### src/hw/rtl/isl_pkg.sv
`default_nettype none
// ----------------------------------------------------------------------------
// isl_pkg
// Shared constants and codes for the indexed sequence list.
// ----------------------------------------------------------------------------
package isl_pkg;

  localparam int unsigned CAPACITY_DEF   = 64;
  localparam int unsigned DATA_WIDTH_DEF = 32;

  localparam int unsigned FUNC_W = 3;
  localparam int unsigned VAL_W  = 32;
  localparam int unsigned POS_W  = 7;
  localparam int unsigned ST_W   = 2;
  localparam int unsigned CNT_W  = 7;

  typedef enum logic [FUNC_W-1:0] {
    FUNC_APPEND  = 3'd0,
    FUNC_PREPEND = 3'd1,
    FUNC_POP     = 3'd2,
    FUNC_READ    = 3'd3,
    FUNC_WRITE   = 3'd4,
    FUNC_INSERT  = 3'd5,
    FUNC_REMOVE  = 3'd6
  } func_e;

  typedef enum logic [ST_W-1:0] {
    ST_OK    = 2'd0,
    ST_EMPTY = 2'd1,
    ST_INDEX = 2'd2,
    ST_FULL  = 2'd3
  } status_e;

  typedef struct packed {
    logic wr_en;
    logic rd_en;
  } mem_ctl_t;

endpackage
`default_nettype wire

### src/hw/rtl/isl_store.sv
`default_nettype none
// ----------------------------------------------------------------------------
// isl_store
// Element memory: one write port, one read port with registered data.
// ----------------------------------------------------------------------------
module isl_store #(
  parameter int unsigned CAPACITY   = isl_pkg::CAPACITY_DEF,
  parameter int unsigned DATA_WIDTH = isl_pkg::DATA_WIDTH_DEF,
  localparam int unsigned AW = $clog2(CAPACITY)
) (
  input  wire                  clk_i,
  input  isl_pkg::mem_ctl_t    ctl_i,
  input  wire [AW-1:0]         waddr_i,
  input  wire [DATA_WIDTH-1:0] wdata_i,
  input  wire [AW-1:0]         raddr_i,
  output logic [DATA_WIDTH-1:0] rdata_o
);

  logic [DATA_WIDTH-1:0] mem_q [CAPACITY];

  always_ff @(posedge clk_i) begin
    if (ctl_i.wr_en) begin
      mem_q[waddr_i] <= wdata_i;
    end
  end

  always_ff @(posedge clk_i) begin
    if (ctl_i.rd_en) begin
      rdata_o <= mem_q[raddr_i];
    end
  end

endmodule
`default_nettype wire

### src/hw/rtl/isl_seq.sv
`default_nettype none
// ----------------------------------------------------------------------------
// isl_seq
// Command decode and sequencer: moves one element at a time, a read then a
// write, through the store's single port pair, then posts the result word.
// ----------------------------------------------------------------------------
module isl_seq #(
  parameter int unsigned CAPACITY   = isl_pkg::CAPACITY_DEF,
  parameter int unsigned DATA_WIDTH = isl_pkg::DATA_WIDTH_DEF,
  localparam int unsigned AW = $clog2(CAPACITY)
) (
  input  wire                         clk_i,
  input  wire                         rst_ni,
  input  wire                         in_valid_i,
  output logic                        in_ready_o,
  input  wire [isl_pkg::FUNC_W-1:0]   in_func_i,
  input  wire [isl_pkg::VAL_W-1:0]    in_value_i,
  input  wire [isl_pkg::POS_W-1:0]    in_pos_i,
  output logic                        out_valid_o,
  input  wire                         out_ready_i,
  output logic [isl_pkg::VAL_W-1:0]   out_read_value_o,
  output logic [isl_pkg::ST_W-1:0]    out_status_o,
  output logic [isl_pkg::CNT_W-1:0]   out_count_o,
  output isl_pkg::mem_ctl_t           mem_ctl_o,
  output logic [AW-1:0]               mem_waddr_o,
  output logic [DATA_WIDTH-1:0]       mem_wdata_o,
  output logic [AW-1:0]               mem_raddr_o,
  input  wire [DATA_WIDTH-1:0]        mem_rdata_i
);

  localparam int unsigned CW = $clog2(CAPACITY + 1);
  localparam int unsigned PW = (CW > isl_pkg::POS_W) ? CW : isl_pkg::POS_W;
  localparam int unsigned XW = (DATA_WIDTH > isl_pkg::VAL_W) ? DATA_WIDTH : isl_pkg::VAL_W;
  localparam int unsigned CX = (CW > isl_pkg::CNT_W) ? CW : isl_pkg::CNT_W;

  typedef enum logic [6:0] {
    S_IDLE   = 7'b0000001,
    S_RD_AT  = 7'b0000010,
    S_RD_CAP = 7'b0000100,
    S_SH_RD  = 7'b0001000,
    S_SH_WR  = 7'b0010000,
    S_FILL   = 7'b0100000,
    S_FINISH = 7'b1000000
  } state_e;

  typedef enum logic [2:0] {
    ACT_NONE  = 3'd0,
    ACT_READ  = 3'd1,
    ACT_WRITE = 3'd2,
    ACT_OPEN  = 3'd3,
    ACT_CLOSE = 3'd4
  } act_e;

  state_e                 state_q, state_d;
  logic [CW-1:0]          count_q, count_d;
  logic                   out_valid_q, out_valid_d;

  act_e                   act_q, dec_act;
  isl_pkg::status_e       st_q, dec_st;
  logic [AW-1:0]          at_q, dec_at;
  logic [AW-1:0]          dst_q, dec_dst, src;
  logic [CW-1:0]          left_q, dec_left;
  logic [DATA_WIDTH-1:0]  val_q, rdv_q;

  logic [isl_pkg::VAL_W-1:0] rv_out_q;
  logic [isl_pkg::ST_W-1:0]  st_out_q;
  logic [isl_pkg::CNT_W-1:0] cnt_out_q;

  logic                   in_acc, out_load, full;
  logic [PW-1:0]          pos_x, cnt_x;
  logic [AW-1:0]          count_lo;
  logic [XW-1:0]          val_x, rdv_x;
  logic [CX-1:0]          cnt_xx;

  assign in_ready_o = (state_q == S_IDLE);
  assign in_acc     = in_valid_i && in_ready_o;
  assign out_load   = (state_q == S_FINISH) && (!out_valid_q || out_ready_i);

  assign full     = (count_q == CW'(CAPACITY));
  assign pos_x    = PW'(in_pos_i);
  assign cnt_x    = PW'(count_q);
  assign count_lo = count_q[AW-1:0];
  assign val_x    = XW'(in_value_i);
  assign rdv_x    = XW'(rdv_q);
  assign cnt_xx   = CX'(count_q);

  // decode against the count before the command
  always_comb begin
    dec_act = ACT_NONE;
    dec_st  = isl_pkg::ST_OK;
    dec_at  = '0;
    case (in_func_i)
      isl_pkg::FUNC_APPEND: begin
        if (full) dec_st = isl_pkg::ST_FULL;
        else begin
          dec_act = ACT_OPEN;
          dec_at  = count_lo;
        end
      end
      isl_pkg::FUNC_PREPEND: begin
        if (full) dec_st = isl_pkg::ST_FULL;
        else dec_act = ACT_OPEN;
      end
      isl_pkg::FUNC_POP: begin
        if (count_q == '0) dec_st = isl_pkg::ST_EMPTY;
        else dec_act = ACT_CLOSE;
      end
      isl_pkg::FUNC_READ: begin
        if (pos_x >= cnt_x) dec_st = isl_pkg::ST_INDEX;
        else begin
          dec_act = ACT_READ;
          dec_at  = pos_x[AW-1:0];
        end
      end
      isl_pkg::FUNC_WRITE: begin
        if (pos_x > cnt_x) dec_st = isl_pkg::ST_INDEX;
        else if (pos_x < cnt_x) begin
          dec_act = ACT_WRITE;
          dec_at  = pos_x[AW-1:0];
        end else if (full) dec_st = isl_pkg::ST_FULL;
        else begin
          dec_act = ACT_OPEN;
          dec_at  = count_lo;
        end
      end
      isl_pkg::FUNC_INSERT: begin
        if (pos_x > cnt_x) dec_st = isl_pkg::ST_INDEX;
        else if (full) dec_st = isl_pkg::ST_FULL;
        else begin
          dec_act = ACT_OPEN;
          dec_at  = pos_x[AW-1:0];
        end
      end
      isl_pkg::FUNC_REMOVE: begin
        if (pos_x >= cnt_x) dec_st = isl_pkg::ST_INDEX;
        else begin
          dec_act = ACT_CLOSE;
          dec_at  = pos_x[AW-1:0];
        end
      end
      default: begin
        dec_act = ACT_NONE;
      end
    endcase
  end

  // moves needed: open shifts count-at words up, close shifts count-1-at down
  assign dec_left = (dec_act == ACT_OPEN)  ? (count_q - CW'(dec_at)) :
                    (dec_act == ACT_CLOSE) ? (count_q - CW'(dec_at) - CW'(1)) : '0;
  assign dec_dst  = (dec_act == ACT_OPEN) ? count_lo : dec_at;

  // shared address step
  assign src = (act_q == ACT_OPEN) ? (dst_q - AW'(1)) : (dst_q + AW'(1));

  always_comb begin
    state_d     = state_q;
    count_d     = count_q;
    out_valid_d = out_valid_q;
    if (out_valid_q && out_ready_i) out_valid_d = 1'b0;
    case (state_q)
      S_IDLE: begin
        if (in_acc) begin
          case (dec_act)
            ACT_NONE:  state_d = S_FINISH;
            ACT_READ:  state_d = S_RD_AT;
            ACT_CLOSE: state_d = S_RD_AT;
            ACT_WRITE: state_d = S_FILL;
            ACT_OPEN:  state_d = (dec_left == '0) ? S_FILL : S_SH_RD;
            default:   state_d = S_FINISH;
          endcase
        end
      end
      S_RD_AT: state_d = S_RD_CAP;
      S_RD_CAP: begin
        if (act_q == ACT_CLOSE && left_q != '0) state_d = S_SH_RD;
        else begin
          state_d = S_FINISH;
          if (act_q == ACT_CLOSE) count_d = count_q - CW'(1);
        end
      end
      S_SH_RD: state_d = S_SH_WR;
      S_SH_WR: begin
        if (left_q == CW'(1)) begin
          if (act_q == ACT_OPEN) state_d = S_FILL;
          else begin
            state_d = S_FINISH;
            count_d = count_q - CW'(1);
          end
        end else state_d = S_SH_RD;
      end
      S_FILL: begin
        state_d = S_FINISH;
        if (act_q == ACT_OPEN) count_d = count_q + CW'(1);
      end
      S_FINISH: begin
        if (out_load) begin
          state_d     = S_IDLE;
          out_valid_d = 1'b1;
        end
      end
      default: state_d = S_IDLE;
    endcase
  end

  always_ff @(posedge clk_i or negedge rst_ni) begin
    if (!rst_ni) begin
      state_q     <= S_IDLE;
      count_q     <= '0;
      out_valid_q <= 1'b0;
    end else begin
      state_q     <= state_d;
      count_q     <= count_d;
      out_valid_q <= out_valid_d;
    end
  end

  always_ff @(posedge clk_i) begin
    if (in_acc) begin
      act_q  <= dec_act;
      st_q   <= dec_st;
      at_q   <= dec_at;
      dst_q  <= dec_dst;
      left_q <= dec_left;
      val_q  <= val_x[DATA_WIDTH-1:0];
      rdv_q  <= '0;
    end
    if (state_q == S_RD_CAP) rdv_q <= mem_rdata_i;
    if (state_q == S_SH_WR) begin
      dst_q  <= src;
      left_q <= left_q - CW'(1);
    end
    if (out_load) begin
      rv_out_q  <= rdv_x[isl_pkg::VAL_W-1:0];
      st_out_q  <= st_q;
      cnt_out_q <= cnt_xx[isl_pkg::CNT_W-1:0];
    end
  end

  always_comb begin
    mem_ctl_o.rd_en = (state_q == S_RD_AT) || (state_q == S_SH_RD);
    mem_ctl_o.wr_en = (state_q == S_SH_WR) || (state_q == S_FILL);
    mem_raddr_o     = (state_q == S_SH_RD) ? src : at_q;
    mem_waddr_o     = (state_q == S_SH_WR) ? dst_q : at_q;
    mem_wdata_o     = (state_q == S_SH_WR) ? mem_rdata_i : val_q;
  end

  assign out_valid_o      = out_valid_q;
  assign out_read_value_o = rv_out_q;
  assign out_status_o     = st_out_q;
  assign out_count_o      = cnt_out_q;

`ifndef SYNTHESIS
  a_count_range: assert property (@(posedge clk_i) disable iff (!rst_ni)
    count_q <= CW'(CAPACITY)) else $error("count exceeds capacity");
  a_port_excl: assert property (@(posedge clk_i) disable iff (!rst_ni)
    !(mem_ctl_o.wr_en && mem_ctl_o.rd_en)) else $error("read and write together");
  a_shift_left: assert property (@(posedge clk_i) disable iff (!rst_ni)
    (state_q == S_SH_WR) |-> (left_q != '0)) else $error("shift with no moves left");
  a_busy_after_acc: assert property (@(posedge clk_i) disable iff (!rst_ni)
    in_acc |=> !in_ready_o) else $error("ready straight after accept");
  a_post_from_finish: assert property (@(posedge clk_i) disable iff (!rst_ni)
    (out_valid_q && !$past(out_valid_q)) |-> $past(state_q == S_FINISH))
    else $error("result posted outside finish");
`endif

endmodule
`default_nettype wire

### src/hw/rtl/indexed_sequence_list.sv
`default_nettype none
// ----------------------------------------------------------------------------
// indexed_sequence_list
// Ordered list of up to CAPACITY values held in a single-port-pair memory,
// shifted one word at a time by a small sequencer.
//
// Channel  Dir  tdata (low bit up)                      tuser
// s_axis   in   item_value[31:0], position[38:32]       func[2:0]
// m_axis   out  read_value[31:0], element_count[38:32]  status[1:0]
//
// Errors and unused codes finish at once; write in place fills one word;
// read fetches one; grow shifts count-index words up, then fills; pop and
// remove fetch, then shift count-1-index words down, bound by the memory's
// one read and one write port. Reset clears count and state, not the store.
// A new command is taken while the previous result word waits; the block
// holds in its last state until the output register is free.
// ----------------------------------------------------------------------------
module indexed_sequence_list #(
  parameter int unsigned CAPACITY   = isl_pkg::CAPACITY_DEF,
  parameter int unsigned DATA_WIDTH = isl_pkg::DATA_WIDTH_DEF
) (
  input  wire         clk_i,
  input  wire         rst_ni,
  input  wire         s_axis_tvalid_i,
  output logic        s_axis_tready_o,
  input  wire [39:0]  s_axis_tdata_i,  // item_value[31:0], position[38:32]
  input  wire [2:0]   s_axis_tuser_i,  // func[2:0]
  output logic        m_axis_tvalid_o,
  input  wire         m_axis_tready_i,
  output logic [39:0] m_axis_tdata_o,  // read_value[31:0], element_count[38:32]
  output logic [1:0]  m_axis_tuser_o   // status[1:0]
);

  localparam int unsigned AW = $clog2(CAPACITY);

  isl_pkg::mem_ctl_t      mem_ctl;
  logic [AW-1:0]          mem_waddr, mem_raddr;
  logic [DATA_WIDTH-1:0]  mem_wdata, mem_rdata;
  logic [isl_pkg::VAL_W-1:0] rv;
  logic [isl_pkg::CNT_W-1:0] cnt;

  isl_seq #(
    .CAPACITY   (CAPACITY),
    .DATA_WIDTH (DATA_WIDTH)
  ) u_seq (
    .clk_i            (clk_i),
    .rst_ni           (rst_ni),
    .in_valid_i       (s_axis_tvalid_i),
    .in_ready_o       (s_axis_tready_o),
    .in_func_i        (s_axis_tuser_i),
    .in_value_i       (s_axis_tdata_i[31:0]),
    .in_pos_i         (s_axis_tdata_i[38:32]),
    .out_valid_o      (m_axis_tvalid_o),
    .out_ready_i      (m_axis_tready_i),
    .out_read_value_o (rv),
    .out_status_o     (m_axis_tuser_o),
    .out_count_o      (cnt),
    .mem_ctl_o        (mem_ctl),
    .mem_waddr_o      (mem_waddr),
    .mem_wdata_o      (mem_wdata),
    .mem_raddr_o      (mem_raddr),
    .mem_rdata_i      (mem_rdata)
  );

  isl_store #(
    .CAPACITY   (CAPACITY),
    .DATA_WIDTH (DATA_WIDTH)
  ) u_store (
    .clk_i   (clk_i),
    .ctl_i   (mem_ctl),
    .waddr_i (mem_waddr),
    .wdata_i (mem_wdata),
    .raddr_i (mem_raddr),
    .rdata_o (mem_rdata)
  );

  assign m_axis_tdata_o = {1'b0, cnt, rv};

endmodule
`default_nettype wire
### config.mk
export PLATFORM = sky130hd
export DESIGN_NAME = indexed_sequence_list
export DESIGN_NICKNAME = d
export VERILOG_FILES = /design/src/hw/rtl/isl_pkg.sv /design/src/hw/rtl/isl_store.sv /design/src/hw/rtl/isl_seq.sv /design/src/hw/rtl/indexed_sequence_list.sv
export SDC_FILE = /design/constraint.sdc
export NUM_CORES = 2
export LEC_CHECK = 0
export BUFFER_PORTS_ARGS = -buffer_cell sky130_fd_sc_hd__buf_2
export CORE_UTILIZATION = 56
export DETAILED_ROUTE_END_ITERATION = 16
export PLACE_DENSITY = 0.72
export SLEW_MARGIN = 20
export SYNTH_ARGS = -nofsm -noshare
export SYNTH_HDL_FRONTEND = slang
export SYNTH_SLANG_ARGS = --single-unit
### constraint.sdc
create_clock -name clk_i -period 6.35 [get_ports clk_i]
set_input_delay 1.27 -clock clk_i [delete_from_list [all_inputs] [get_ports clk_i]]
set_output_delay 1.27 -clock clk_i [all_outputs]
set_load 0.02 [all_outputs]
==> impl_metrics.yaml <==
synthesis:
  synth_edf_count: 2209
  synth_flop_cell: "edfxtp_1"
  ys_ff_latch: 2224
  syn_inst: 5139
  yosysWarnings: 0
  syn-mean-instance-area_um2: 16.78
  synth_top_family_by_area: "multiplexers"
  syn_area_mm2: 0.08624
  synth-adder-area-share_pct: 0.4323
  synth_nets: 5214
  synth_compound_area_share_pct: 6.156
  yosysUniqueCellTypes: 67
  async_flop_share_pct: 0.6745
  yosys.area_share.simple_pct: 6.620
  synthXorXnorAreaFrac_pct: 0.2640
  ys_seq_area_share_pct: 77.35
  yosys-mux-area-fraction_pct: 7.424
sta:
  slew_headroom_pct: 10.75
  fin_crit_ns: 4.951
  setup_viol: 0
  setup_tns_ns: 0
  finalClockSkew_ns: 0.02712
  rsz0062_at_grt: "false"
  worst_pin_slew_ns: 1.330
  fin_crit_sh_pct: 77.97
  final_hold_viol_count: 0
  drv_slew: 0
  fmax_ghz: 0.2020
global_route:
  grt_max_degree: 110
  track_usage_pct: 30.76
  grt-ovfl-total: 0
  antenna_found_initial: 21
  first_global_vias: 48430
  grt_pass1_wl_mm: 339.9
routing:
  vias: 49820
  ant_nets: 0
  wl_per_cell_um: 31.77
  wirelength_mm: 240.4
  drc: 0
  firstDrtPassIters: 8
  drt_iter0_drc: 7117
  via_per_inst: 6.585
final_layout:
  multiInputGateArea_mm2: 0.01883
  drive_gt1_share_pct: 16.62
  num-nets-final: 5429
  post-route-util_pct: 63.80
  seq_area_mm2: 0.06671
  mostFrequentLayoutCells: "2209 x edfxtp_1, 902 x nand2_1, 252 x a21oi_1"
  layout_commonest_cell: "edfxtp_1"
  synthToLayoutAreaGrowth_pct: 12.77
  nFillCells: 10270
cts:
  clock-sinks: 2224
  cts.repair.resized: 0
  cts-htree-levels: 4
  cts_buffers: 209
  clockBufferDepth: 3
  root_buffer: "clkbuf_16"
  cts_tree: "yes"
  clock_latency_ns: 0.85
  clk_pin_slew_ns: 0.06
  ctsHoldBuffers: 0
  cts_setup_buffers: 0
worst_setup_path:
  crit_required_ns: 6.92
  crit_type: "flip-flop to flip-flop"
  cp.arrival_ns: 5.52
  worst_setup_path_start_kind: "flip-flop"
  end_kind: "flip-flop"
  critPathMaxFanout: 21
power:
  power_density_mw_per_mm2: 393.3
  fin_total_pwr_uw: 38250
  ir_worst_vdd_uv: 309.6
  leakage_uw: 0.03180
min_path:
  min_path_type: "input port to asynchronous set/reset pin"
placement:
  place_congestion: 0.9286
  portBuffers: 88
  hpwl_mm: 138.2
floorplanning:
  die_width_um: 394.4
  fp.dieArea_mm2: 0.1556
  placementRows: 143
  core_mm2: 0.1524
  start_util_pct: 56.57
  pin_count: 91
  fp.dieH_um: 394.4
run:
  max_cap_viol_count: 0
outcome:
  status: "finished, final reports clean"
flip-flops by register name, summed over array words and instances, names as in the netlist:
name and count:
u_seq.val_q 32, u_seq.act_q 3, u_seq.rdv_q 32, u_store.mem_q 2048
u_seq.dst_q 6, u_seq.at_q 6, u_seq.state_q 7, u_seq.left_q 7
u_seq.out_valid_o 1, u_seq.out_count_o 7, u_seq.st_q 2, u_seq.out_read_value_o 32
u_seq.cnt_x 7, u_store.rdata_o 32, u_seq.out_status_o 2
path summary, 6_finish.rpt:
| check | slack, ns | endpoint | from | cells past startpoint |
|---|---|---|---|---|
| worst max-delay path | 1.40 | u_store.rdata_o[11]$_DFFE_PP_ | u_seq.state_q[1]$_DFFE_PN0P_ | 11 |
| worst min-delay path | 0.35 | u_seq.cnt_x[0]$_DFFE_PN0P_ | rst_ni | 1 |
| worst max register to register | 1.40 | u_store.rdata_o[11]$_DFFE_PP_ | u_seq.state_q[1]$_DFFE_PN0P_ | 11 |
| worst min register to register | 0.42 | u_seq.out_read_value_o[8]$_DFFE_PP_ | u_seq.rdv_q[8]$_SDFFCE_PP0P_ | 0 |
| max in group asynchronous | 5.68 | u_seq.state_q[0]$_DFFE_PN1P_ | rst_ni | 1 |
| min in group clk_i | 0.42 | u_seq.out_read_value_o[8]$_DFFE_PP_ | u_seq.rdv_q[8]$_SDFFCE_PP0P_ | 0 |
final cells by class:
class | count | area share, %
tap | 2030 | 2.612
antenna | 4 | 0.01029
inverter | 32 | 0.1235
clock inverter | 120 | 1.199
timing repair buffer | 301 | 2.413
clock buffer | 268 | 5.691
multi-input combinational | 2586 | 19.36
sequential | 2224 | 68.59
cell usage after synthesis (3+ instances only):
| library cell | instances | area, um^2 |
|---|---|---|
| o21ai_0 | 25 | 125.1 |
| nand2b_1 | 13 | 81.33 |
| o31ai_1 | 3 | 22.52 |
| or4_1 | 33 | 247.7 |
| and2_1 | 39 | 244.0 |
| o21ai_1 | 4 | 20.02 |
| a21o_1 | 9 | 67.56 |
| ha_1 | 25 | 312.8 |
| a211oi_1 | 9 | 67.56 |
| inv_1 | 31 | 116.4 |
| or2_2 | 6 | 37.54 |
| buf_1 | 38 | 142.6 |
| a21oi_1 | 255 | 1276 |
| a32oi_1 | 101 | 884.6 |
| buf_6 | 12 | 135.1 |
| xnor2_1 | 17 | 148.9 |
| nor3_1 | 41 | 205.2 |
| dfrtp_1 | 14 | 350.3 |
| a311oi_1 | 95 | 832.1 |
| nor2b_1 | 8 | 50.05 |
| a2111oi_0 | 4 | 35.03 |
| nand4_1 | 17 | 106.4 |
| mux4_2 | 186 | 4189 |
| nand3_1 | 41 | 205.2 |
| xor2_1 | 9 | 78.83 |
| a221oi_1 | 4 | 35.03 |
| clkbuf_1 | 137 | 514.2 |
| a31oi_1 | 10 | 62.56 |
| buf_2 | 92 | 460.4 |
| nor3b_1 | 3 | 22.52 |
| buf_4 | 18 | 135.1 |
| o22ai_1 | 154 | 963.4 |
| nor4_1 | 60 | 375.4 |
| edfxtp_1 | 2209 | 66330 |
| o21a_1 | 6 | 45.04 |
| mux2i_1 | 220 | 2202 |
| o21bai_1 | 3 | 22.52 |
| nand2_1 | 935 | 3510 |
| or3_1 | 5 | 31.28 |
| nor2_1 | 113 | 424.2 |
| fa_1 | 3 | 60.06 |
| a22oi_1 | 93 | 698.2 |
| o211ai_1 | 6 | 45.04 |
through the flow:
step | worst slack, ns | std cells | hold WS, ns | cell area [um^2]
6_report | 1.399 | 7565 | 0.3488 | 97260
5_1_grt | 0.9897 | 7563 | 0.3604 | 97250
4_1_cts | 1.448 | 7560 | 0.3184 | 97210
3_5_place_dp | 0.7040 | 7172 | 0.4045 | 90510
3_3_place_gp | 0.6608 | 7172 | 0.4024 | 90500
2_1_floorplan | 1.161 | 5139 | 0.4003 | 86240
metal layers:
layer / up-vias / GRT usage, % / wire length, um
met4: 24 / 14.70 / 11830
met5: - / 0 / 160
met1: 25260 / 40.66 / 86350
met3: 526 / 8.980 / 30730
li1: 20680 / - / -
met2: 3328 / 47.24 / 111300
critical path, stage by stage (launching register included):
cell	delay [ns]
dfrtp_1	0.48
nor4b_4	0.49
nand2_2	0.32
inv_2	0.54
a21oi_4	0.30
nor2_4	0.58
buf_4	0.43
buf_4	0.31
nand3_1	0.10
a32oi_1	0.23
a21oi_1	0.26
or4_1	0.57
kinds of logic after synthesis:
| group | after synthesis |
|---|---|
| AOI/OAI and AO/OA | 793 |
| xor gates and xnor gates | 26 |
| adders and majority gates | 28 |
| buffers and inverters | 329 |
| DFF | 2224 |
| muxes | 407 |
| other | 1 |
| and+or+nand+nor | 1331 |
power breakdown:
| group | leakage, uW | internal [uW] | switching, uW | total (uW) |
|---|---|---|---|---|
| Sequential | 0.0201 | 17300 | 172 | 17500 |
| Combinational | 0.00843 | 2490 | 5950 | 8440 |
| Clock | 0.00327 | 6960 | 5360 | 12300 |
| Total | 0.0318 | 26800 | 11500 | 38300 |
Power figures use the tool's default switching activity.
